===== src/rtl/imupd_pkg.sv =====
// Package for the IMU packet deframer: packet layout constants, phase and
// status codes, and the frame check result type.
// No dependencies.
package imupd_pkg;

    localparam int unsigned COUNT_W    = 5;
    localparam int unsigned STORE_D    = 16;
    localparam int unsigned INDEX_W    = 4;
    localparam int unsigned N_VALUES   = 6;

    localparam logic [7:0]         SYNC_BYTE  = 8'h55;
    localparam logic [COUNT_W-1:0] SUM_LEN    = 5'd16;
    localparam logic [COUNT_W-1:0] FIRST_DATA = 5'd2;
    localparam logic [INDEX_W-1:0] ID_INDEX   = 4'd3;
    localparam int unsigned        DATA_START = 4;

    typedef enum logic [1:0] {
        PH_HUNT    = 2'd0,
        PH_SYNC1   = 2'd1,
        PH_COLLECT = 2'd2
    } phase_t;

    typedef enum logic [1:0] {
        ST_GOOD   = 2'd0,
        ST_CKS_BAD = 2'd1,
        ST_ID_BAD = 2'd2
    } status_t;

    typedef struct packed {
        status_t                    status;
        logic [N_VALUES-1:0][15:0]  value;
    } frame_result_t;

endpackage


===== src/rtl/imu_packet_deframer.sv =====
// Top level of the IMU packet deframer: sync hunt, byte collection with a
// running checksum, and the registered result channel.
// Depends on imupd_pkg and imupd_frame_check.
//
//  Channel   Direction  Handshake              Payload
//  s_        in         s_valid / s_ready      s_data_byte (one received byte)
//  m_        out        m_valid / m_ready      m_status and six signed values
//  cfg_      in         cfg_valid / cfg_ready  cfg_data (device_id)
//
// Every byte is handled in the cycle it is accepted, so the block takes one
// byte per clock; the result register is the only stage between the sides.
// A byte is accepted whenever the result register is empty or being drained
// in the same cycle, so a new transaction can follow a result without a gap.
// A stalled result holds off input only while m_valid is high and m_ready low.
// Reset (aresetn low, synchronous) returns to hunting and sets device_id to 0.
module imu_packet_deframer
    import imupd_pkg::*;
(
    input  logic               aclk,
    input  logic               aresetn,

    input  logic               s_valid,
    output logic               s_ready,
    input  logic [7:0]         s_data_byte,

    output logic               m_valid,
    input  logic               m_ready,
    output logic [1:0]         m_status,
    output logic signed [15:0] m_roll_angle,
    output logic signed [15:0] m_pitch_angle,
    output logic signed [15:0] m_yaw_angle,
    output logic signed [15:0] m_rate_x,
    output logic signed [15:0] m_rate_y,
    output logic signed [15:0] m_rate_z,

    input  logic               cfg_valid,
    output logic               cfg_ready,
    input  logic [7:0]         cfg_data
);

    // Control state.
    phase_t               phase_reg, phase_next;
    logic [COUNT_W-1:0]   count_reg, count_next;
    logic [15:0]          sum_reg, sum_next;
    logic [7:0]           device_id_reg;
    logic                 m_valid_reg;

    // Payload storage; the packet store holds bytes of the current packet.
    logic [7:0]           packet_store [STORE_D];
    logic [7:0]           cks_low_reg;
    frame_result_t        result_reg;
    frame_result_t        check_result;

    logic                 in_accept;
    logic                 store_write;
    logic                 cks_low_write;
    logic                 emit;

    // The configuration register can always be written.
    assign cfg_ready = 1'b1;

    // Input is taken whenever the result register is free or being emptied.
    assign s_ready   = !m_valid_reg || m_ready;
    assign in_accept = s_valid && s_ready;

    // Next state of the deframer.
    always_comb begin
        phase_next = phase_reg;
        count_next = count_reg;
        sum_next   = sum_reg;
        case (phase_reg)
            PH_COLLECT: begin
                if (count_reg < SUM_LEN) begin
                    count_next = count_reg + 1'b1;
                    sum_next   = sum_reg + {8'h00, s_data_byte};
                end else if (count_reg == SUM_LEN) begin
                    count_next = count_reg + 1'b1;
                end else begin
                    // Last checksum byte: the packet is done, hunt again.
                    phase_next = PH_HUNT;
                    count_next = '0;
                    sum_next   = '0;
                end
            end
            PH_SYNC1: begin
                if (s_data_byte == SYNC_BYTE) begin
                    // The start word is the first two summed bytes.
                    phase_next = PH_COLLECT;
                    count_next = FIRST_DATA;
                    sum_next   = {7'h00, SYNC_BYTE, 1'b0};
                end else begin
                    phase_next = PH_HUNT;
                end
            end
            default: begin
                phase_next = (s_data_byte == SYNC_BYTE) ? PH_SYNC1 : PH_HUNT;
            end
        endcase
    end

    // Output decode of the deframer: which storage to write, and when a
    // result is produced.
    always_comb begin
        store_write   = 1'b0;
        cks_low_write = 1'b0;
        emit          = 1'b0;
        case (phase_reg)
            PH_COLLECT: begin
                if (count_reg < SUM_LEN) begin
                    store_write = in_accept;
                end else if (count_reg == SUM_LEN) begin
                    cks_low_write = in_accept;
                end else begin
                    emit = in_accept;
                end
            end
            default: begin
            end
        endcase
    end

    imupd_frame_check u_frame_check (
        .packet_store (packet_store),
        .device_id    (device_id_reg),
        .running_sum  (sum_reg),
        .received_sum ({s_data_byte, cks_low_reg}),
        .result       (check_result)
    );

    always_ff @(posedge aclk) begin
        if (!aresetn) begin
            phase_reg <= PH_HUNT;
            count_reg <= '0;
            sum_reg   <= '0;
        end else if (in_accept) begin
            phase_reg <= phase_next;
            count_reg <= count_next;
            sum_reg   <= sum_next;
        end
    end

    always_ff @(posedge aclk) begin
        if (!aresetn) begin
            device_id_reg <= '0;
        end else if (cfg_valid && cfg_ready) begin
            device_id_reg <= cfg_data;
        end
    end

    // Packet bytes land at their position in the packet.
    always_ff @(posedge aclk) begin
        if (store_write) begin
            packet_store[count_reg[INDEX_W-1:0]] <= s_data_byte;
        end
        if (cks_low_write) begin
            cks_low_reg <= s_data_byte;
        end
    end

    // Result register: loads on the last byte of a packet, clears when taken.
    always_ff @(posedge aclk) begin
        if (!aresetn) begin
            m_valid_reg <= 1'b0;
        end else if (emit) begin
            m_valid_reg <= 1'b1;
        end else if (m_ready) begin
            m_valid_reg <= 1'b0;
        end
    end

    always_ff @(posedge aclk) begin
        if (emit) begin
            result_reg <= check_result;
        end
    end

    assign m_valid       = m_valid_reg;
    assign m_status      = result_reg.status;
    assign m_roll_angle  = result_reg.value[0];
    assign m_pitch_angle = result_reg.value[1];
    assign m_yaw_angle   = result_reg.value[2];
    assign m_rate_x      = result_reg.value[3];
    assign m_rate_y      = result_reg.value[4];
    assign m_rate_z      = result_reg.value[5];

endmodule


===== src/rtl/imupd_frame_check.sv =====
// Frame check for the IMU packet deframer: judges id and checksum of a
// complete packet and extracts the six little-endian 16-bit values.
// Depends on imupd_pkg.
module imupd_frame_check
    import imupd_pkg::*;
(
    input  logic [7:0]    packet_store [STORE_D],
    input  logic [7:0]    device_id,
    input  logic [15:0]   running_sum,
    input  logic [15:0]   received_sum,
    output frame_result_t result
);

    status_t status;

    // An id mismatch wins over a checksum mismatch.
    always_comb begin
        if (packet_store[ID_INDEX] != device_id) begin
            status = ST_ID_BAD;
        end else if (received_sum != running_sum) begin
            status = ST_CKS_BAD;
        end else begin
            status = ST_GOOD;
        end
    end

    assign result.status = status;

    for (genvar j = 0; j < N_VALUES; j++) begin : g_word
        localparam logic [INDEX_W-1:0] LO_IDX = INDEX_W'(DATA_START + 2 * j);
        localparam logic [INDEX_W-1:0] HI_IDX = INDEX_W'(DATA_START + 2 * j + 1);
        // Values are only passed on for a good packet.
        assign result.value[j] = (status == ST_GOOD) ?
                                 {packet_store[HI_IDX], packet_store[LO_IDX]} : 16'h0000;
    end

endmodule


===== config.mk =====
export PLATFORM = sky130hd
export DESIGN_NAME = imu_packet_deframer
export DESIGN_NICKNAME = d
export VERILOG_FILES = /design/src/rtl/imupd_pkg.sv /design/src/rtl/imu_packet_deframer.sv /design/src/rtl/imupd_frame_check.sv
export SDC_FILE = /design/constraint.sdc
export NUM_CORES = 1
export LEC_CHECK = 0
export BUFFER_PORTS_ARGS = -buffer_cell sky130_fd_sc_hd__buf_4
export CAP_MARGIN = 20
export CORE_UTILIZATION = 55
export CTS_CLUSTER_DIAMETER = 200
export DETAILED_ROUTE_END_ITERATION = 7
export GPL_ROUTABILITY_DRIVEN = 1
export PLACE_DENSITY = 0.77
export SYNTH_ARGS = -nofsm -noshare
export SYNTH_HDL_FRONTEND = slang
export SYNTH_SLANG_ARGS = --single-unit

===== constraint.sdc =====
create_clock -name aclk -period 12.8 [get_ports aclk]
set_input_delay 3.2 -clock aclk [delete_from_list [all_inputs] [get_ports aclk]]
set_output_delay 3.2 -clock aclk [all_outputs]
set_load 0.005 [all_outputs]

# == Yosys cells after proc, flatten, opt, wreduce, memory -nomap -nowiden ==
# Index checks and enable logic that the tools add are counted.
# totals
out_inout_bits,101
input_bits,21
regBits,266
elab_cells,83
# op_classes
add_sub_neg,2
order_cmp,3
bitwise,1
n_reduce_logical,10
n_mux,28
eq_ne,10
# op_table
operator,count
$bwmux W128,1
$mux W16,3
$demux W8 S4,1
$pmux W16 S2,1
$add A16 B8 Y16,1
$ne A16 B16 Y1,1
$mux W5,3
$mux W1,12
$pmux W5 S2,1
$eq A8 B7 Y1 const B,1
$mux W2,4
$mux W8,1
$ne A8 B8 Y1,1
$ne A2 B2 Y1 const B,3
$reduce_and A3 Y1,2
$add A5 B1 Y5 const B,1
$eq A5 B5 Y1 const B,1
$ge A5 B5 Y1 const B,1
$lt A5 B1 Y1 const B,1
$lt A5 B5 Y1 const B,1
$not A4 Y5,1
$pmux W2 S2,1
$reduce_and A4 Y1,1
$reduce_bool A2 Y1,2
other kinds (7),8

# == Depth between registers and ports, before layout ==
# Gate-level depths: netlist of the first run.
# depth
depth_word,7
depth_mapped,8
mapped_depth_nobuf,8

# == By module ==
# A second synthesis of the first run with hierarchy kept.
# unflattened
hier_cells,623
area_unflattened_um2,10028.4
# by_module_without_submodules
mod,seq_area_each_um2,instances,area_each_um2,cells_each
imu_packet_deframer,7667.4,1,9022.4,473
imupd_frame_check,0.0,1,1006.0,150

# == Worst setup path after synthesis of the first run ==
# Ideal clock, no wire load.
# synth_timing
path_type,input to register
start,input port m_ready
end,"register result_reg, in the netlist m_pitch_angle[0] (enable)"
setup_ns,0.556
stages,4
slack_ns,4.400
t_required_ns,12.244
path_buffers,1
arrival_time_ns,7.844
cell_sequence,nand2b_1 > clkbuf_1 > nand3_1 > nor2_1
# synth_between
elab_chain_cells,5
# synth_lines
element,line_no,text
"start, declared",imu_packet_deframer.sv:27,"input logic m_ready,"
$logic_or A1 B1 Y1,imu_packet_deframer.sv:63,assign s_ready = !m_valid_reg || m_ready;
via s_ready,imu_packet_deframer.sv:23,"output logic s_ready,"
$logic_and A1 B1 Y1,imu_packet_deframer.sv:64,assign in_accept = s_valid && s_ready;
$mux W1,imu_packet_deframer.sv:111,end else if (count_reg == SUM_LEN) begin
$mux W1,imu_packet_deframer.sv:109,if (count_reg < SUM_LEN) begin
$mux W1,imu_packet_deframer.sv:107,case (phase_reg)
via emit,imu_packet_deframer.sv:57,logic emit;
"end signal, assigned",imu_packet_deframer.sv:173,result_reg <= check_result;
"end, declared",imu_packet_deframer.sv:51,frame_result_t result_reg;
# The timed path passes the listed nets, and every way through them passes these cells.
# A chain may end at the register's enable or synchronous reset.

# == Worst setup path after layout of the first run ==
# layout_timing
start,input port m_ready
end,output port s_ready
# layout_between
elab_chain_cells,1
# layout_lines
element,line_no
$logic_or A1 B1 Y1,imu_packet_deframer.sv:63
"end, declared",imu_packet_deframer.sv:23
# No other way between the ends.

==> results of run 1 <==
==> per-layer routing <==
metal	track usage, %	wire (microns)	part of all wire, %
met5	0	0	0
met3	2.82	923	5.5
met2	33.4	8360	49
met4	6.07	348	2.1
met1	26.2	7290	43
==> metrics by stage <==
step | total power [uW] | hold WS (ns) | utilization [%] | worst slack, ns | cell area (sq um)
2_1_floorplan | 881 | 0.461 | - | 4.40 | 9250
3_3_place_gp | 896 | 0.479 | 62.6 | 5.94 | 10400
3_5_place_dp | 897 | 0.494 | 62.6 | 5.93 | 10400
4_1_cts | 1510 | 0.503 | 66.8 | 5.92 | 11000
5_1_grt | 1540 | 0.521 | 67.0 | 5.89 | 11100
6_report | 1500 | 0.505 | 67.0 | 5.92 | 11100
==> synthesized netlist by cell type (4+ instances only) <==
master and count:
sky130_fd_sc_hd__a211oi_1 5, sky130_fd_sc_hd__a21o_1 4, sky130_fd_sc_hd__a21oi_1 13, sky130_fd_sc_hd__and2_1 107, sky130_fd_sc_hd__clkbuf_1 13, sky130_fd_sc_hd__dfxtp_1 32
sky130_fd_sc_hd__edfxtp_1 210, sky130_fd_sc_hd__ha_1 14, sky130_fd_sc_hd__inv_1 19, sky130_fd_sc_hd__mux2i_1 9, sky130_fd_sc_hd__nand2_1 13, sky130_fd_sc_hd__nand2b_1 4
sky130_fd_sc_hd__nand3_1 8, sky130_fd_sc_hd__nand4_1 6, sky130_fd_sc_hd__nor2_1 26, sky130_fd_sc_hd__nor3_1 5, sky130_fd_sc_hd__nor4_1 4, sky130_fd_sc_hd__o21ai_0 13
sky130_fd_sc_hd__o31ai_1 5, sky130_fd_sc_hd__or4_1 4, sky130_fd_sc_hd__xnor2_1 17, sky130_fd_sc_hd__xor2_1 9
==> worst max-delay path, stage by stage <==
cell and delay [ns]:
sky130_fd_sc_hd__buf_4 0.10, sky130_fd_sc_hd__nand2b_1 0.20, sky130_fd_sc_hd__buf_4 0.17
==> report_power, final <==
group / internal [uW] / switching, uW / total [uW]
Clock: 351 / 268 / 620
Combinational: 9.38 / 18.1 / 27.5
Sequential: 852 / 1.08 / 853
==> cell type report <==
type	instances	area, sq um
Sequential cell	242	6950
Fill cell	1099	5460
Multi-Input combinational cell	312	2150
Timing Repair Buffer	122	928
Clock buffer	27	591
Tap cell	220	275
Clock inverter	14	103
Inverter	20	75.1
==> how the worst max path moves through the flow <==
stage	to	cells past startpoint
2_1_floorplan	m_pitch_angle[0]	4
3_3_place_gp	s_ready	3
3_5_place_dp	s_ready	3
4_1_cts	s_ready	3
5_1_grt	s_ready	3
6_report	s_ready	3
==> cells by family after synthesis <==
| family | count (synthesis) | share of synthesized area, % |
|---|---|---|
| simple gates | 196 | 12.6 |
| xor+xnor | 26 | 2.46 |
| mux | 11 | 1.22 |
| buf+inv | 39 | 1.73 |
| other cells | 1 | 0.0406 |
| flops | 242 | 75.1 |
| compound gates | 63 | 4.70 |
| fa+ha+maj | 15 | 2.11 |
==> metrics.txt, run 1 <==
total overflow reported by the global router 0; Synth Instances 593; CTS Sinks 242; Max Cap Violations 0; run status finished, final reports clean; hold buffers post-CTS 0; number of global-route vias before repair 4863; Bufs on Longest Clock Path 3; count of input and output buffers 120; cell count of the worst reg-to-reg path 5; Worst setup startpoint m_ready; cts repair resizes 0; synthesized area 9250 sq um; initial antenna violation count 0; launching point of the worst reg2reg path count_reg[0]; Antenna Violating Nets Remaining 0; #FFs+latches synth 242; post-synthesis async set-or-reset flop share 0%; average routed wire per standard cell 17.7 microns; Slew HR 36.7%; final weighted congestion in routability-driven placement 0.836; count of antenna diodes in the layout 0; Critical Path AT 3.68 ns; Static Leak 0.00374 uW; post-CTS setup repair buffer count 0; layout-stage area growth over the synthesis result 19.7%; timing-limited maximum frequency 0.145 GHz; Post-layout nets 757; Worst IR Drop VDD 97.3 uV; setup slack of the worst register-to-register path 10.00 ns; depth of the worst hold-timing path 2; most frequent standard cell in the layout excluding fill and tap cells sky130_fd_sc_hd__edfxtp_1; detailed-router iteration count before antenna repair 5; clock skew 0.0197 ns; vias post-DR 5122; sequential-to-total area share from yosys stat 75.1%; global-route wire length before repair 26.2 mm; flip-flop count of the largest register after layout 104; Worst setup EP type output pin; master cell of the clock root buffer sky130_fd_sc_hd__clkbuf_16; pin count of the biggest net entering global routing 97; Req. time, crit path 9.60 ns; Worst Max-Slew Pin Slew 0.950 ns; share of post-route cells with drive strength above 1 22.9%; Post-Place Cells 915; hold worst-path end sum_reg[2]; post-synthesis average cell area 15.6 sq um; total power per unit cell area 136 nW/um^2; clock tree from TritonCTS built; Period Utilization, post-route 53.7%; clock-pin transition on the worst setup and hold timing paths 0.06 ns; Starting Density 55.9%; count of synthesis-stage warnings from yosys 0; Final Hold Viols 0; final slew viol count 0; final cell count without fillers 957; most used flip-flop cell after synthesis sky130_fd_sc_hd__edfxtp_1; worst hold start sum_reg[2]; final sum of negative setup slack 0 ns; FF-to-FF End m_pitch_angle[11]; total track usage 19.6%; CTS Buf Count 23; final setup violating endpoints 0; number of flops mapped to enable cells by yosys 210; Vert. Die Dim 132 microns; mean number of vias per cell 5.35; Detailed Route Iter0 Violations 384; class of the most critical hold timing path flop to flop; Std-Cell Core Area 16500 sq um; IO Count 122; setup repair after global routing missed its margin no; final routed wirelength across all metal layers 16.9 mm; count of different cell masters after synthesis 56; Setup CP Type input pin to output pin; Synth area leader sky130_fd_sc_hd__edfxtp_1; area share of the largest cell type after synthesis 68.2%; DIE AREA 17300 sq um; die width 132 microns; clock period minus final worst setup slack 6.88 ns; DR DRC count 0; net count after synthesis 629; kind of start point of the critical path input pin; # rows 47; Detailed Place HPWL 10.8 mm; clock latency on the worst-skew pair 0.50 ns; cell types occupying the most area after synthesis sky130_fd_sc_hd__edfxtp_1, sky130_fd_sc_hd__and2_1, sky130_fd_sc_hd__dfxtp_1, sky130_fd_sc_hd__ha_1, sky130_fd_sc_hd__xnor2_1; commonest non-fill, non-tap cells in the layout sky130_fd_sc_hd__edfxtp_1, sky130_fd_sc_hd__buf_4, sky130_fd_sc_hd__and2_1, sky130_fd_sc_hd__dfxtp_1, sky130_fd_sc_hd__nor2_1; largest driver fanout on the critical path 6; H-tree depth 1
Note: power is estimated with default switching activity, not from simulation.
==> inputs of run 2 (changes only) <==
clock period = 7 ns   (was 12.8 ns; I/O delays follow)
==> run 2 against run 1 <==
Highest routed layer unchanged. Final area is 0.38% higher. Register-to-register slack got worse by 5.5 ns. Critical path depth stayed put. Worst hold slack lost 0.0046 ns. Count of clock-buffer cells in the layout is the same. Core utilization rose by 0.26 points. Worst setup slack worse by 2.9 ns. Via count is 0.76% higher. Sequential share of layout area fell by 0.24 points. Sequential cell count unchanged. Final cell count unchanged.
==> metrics.txt, run 2 (synthesized netlist as in run 1, its figures left out) <==
run status finished, final reports clean; CTS Sinks 242; die width 132 microns; Worst Max-Slew Pin Slew 0.850 ns; total non-filler cell area in the finished layout 11100 sq um; total power per unit cell area 249 nW/um^2; cell count of the worst reg-to-reg path 8; count of input and output buffers 120; Worst IR Drop VDD 207 uV; Starting Density 55.9%; Max Cap Violations 0; Critical Path AT 2.27 ns; Placed Instance Area 10400 sq um; clock-pin transition on the worst setup and hold timing paths 0.05 ns; final slew viol count 0; Detailed Place HPWL 10.6 mm; clock tree from TritonCTS built; detailed-router iteration count before antenna repair 5; master cell of the clock root buffer sky130_fd_sc_hd__clkbuf_16; average routed wire per standard cell 17.6 microns; clock period minus final worst setup slack 4.02 ns; largest driver fanout on the critical path 6; share of post-route cells with drive strength above 1 22.7%; setup repair after global routing missed its margin no; met3 usage in global routing 2.39%; Final Hold Viols 0; clock latency on the worst-skew pair 0.49 ns; clock skew 0.00861 ns; DR DRC count 0; met1 track demand over resource in global routing 26.2%; count of antenna diodes in the layout 0; final routed wirelength across all metal layers 16.8 mm; worst hold margin 0.500 ns; class of the most critical hold timing path flop to flop; total track usage 19.3%; total overflow reported by the global router 0; Detailed Route Iter0 Violations 437; flip-flop count of the largest register after layout 104; kind of start point of the critical path input pin; H-tree depth 1; CTS Buf Count 23; met2 Resource Use GR 32.0%; post-CTS setup repair buffer count 0; Bufs on Longest Clock Path 3; Vert. Die Dim 132 microns; final weighted congestion in routability-driven placement 0.881; Slew HR 43.1%; initial antenna violation count 0; Static Leak 0.00376 uW; Std-Cell Core Area 16500 sq um; DIE AREA 17300 sq um; Post-layout nets 758; # rows 47; cts repair resizes 0; IO Count 122; pin count of the biggest net entering global routing 99; busiest layer in global routing met2; final setup violating endpoints 0; depth of the worst hold-timing path 2; vias post-DR 5161; Antenna Violating Nets Remaining 0; Worst setup EP type output pin; timing-limited maximum frequency 0.249 GHz; final sum of negative setup slack 0 ns; Period Utilization, post-route 57.5%; commonest non-fill, non-tap cells in the layout sky130_fd_sc_hd__edfxtp_1, sky130_fd_sc_hd__buf_4, sky130_fd_sc_hd__and2_1, sky130_fd_sc_hd__dfxtp_1, sky130_fd_sc_hd__nor2_1; global-route wire length before repair 25.8 mm; hold buffers post-CTS 0; most frequent standard cell in the layout excluding fill and tap cells sky130_fd_sc_hd__edfxtp_1; number of global-route vias before repair 4823; layout-stage area growth over the synthesis result 20.2%; Setup CP Type input pin to output pin; Req. time, crit path 5.25 ns; mean number of vias per cell 5.39
-- run 2: cell count changes in the layout (fill, tap and decap cells not counted) --
cell / before / now
sky130_fd_sc_hd__clkinv_1: 3 / 5
sky130_fd_sc_hd__clkinv_2: 7 / 5
sky130_fd_sc_hd__buf_16: 0 / 1
sky130_fd_sc_hd__bufinv_16: 1 / 2
sky130_fd_sc_hd__clkinvlp_2: 1 / 0
sky130_fd_sc_hd__clkinvlp_4: 1 / 0
-- run 2: area by class of cell --
class	instances	area, sq um
Timing Repair Buffer	123	956
Sequential cell	242	6950
Fill cell	1113	5420
Tap cell	220	275
Clock inverter	13	118
Inverter	20	75.1
Multi-Input combinational cell	312	2150
Clock buffer	27	591
-- run 2: worst max-delay path: stages --
cell	delay (ns)
sky130_fd_sc_hd__buf_4	0.10
sky130_fd_sc_hd__nand2b_1	0.23
sky130_fd_sc_hd__buf_4	0.19
-- run 2: report_power, final --
group / leakage, uW / switching [uW] / internal (uW)
sequential: 0.00194 / 1.85 / 1560
clock: 0.000351 / 485 / 677
combinational: 0.00146 / 33.2 / 17.2
total: 0.00376 / 520 / 2250
-- run 2: path summary, 6_finish.rpt --
kind / startpoint / end / slack (ns)
worst max-delay path: m_ready / s_ready / 2.98
worst min-delay path: sum_reg[6] / sum_reg[6] / 0.50
worst max register to register: sum_reg[0] / sum_reg[10] / 4.51
worst min register to register: sum_reg[6] / sum_reg[6] / 0.50
-- run 2: stage by stage --
stage	std cells	utilization, %	power (uW)	setup slack [ns]
CTS	955	66.9	2790	2.98
global placement	915	62.6	1640	2.99
detailed placement	915	62.6	1640	2.89
finish	957	67.2	2770	2.98
floorplan	593	-	1610	0.0497
global route	957	67.2	2850	2.96
-- run 2: layer usage --
| metal | wire, microns | up-vias |
|---|---|---|
| met1 | 7260 | 2494 |
| li1 | - | 2430 |
| met2 | 8140 | 195 |
| met3 | 918 | 42 |
| met4 | 495 | 0 |
| met5 | 0 | - |
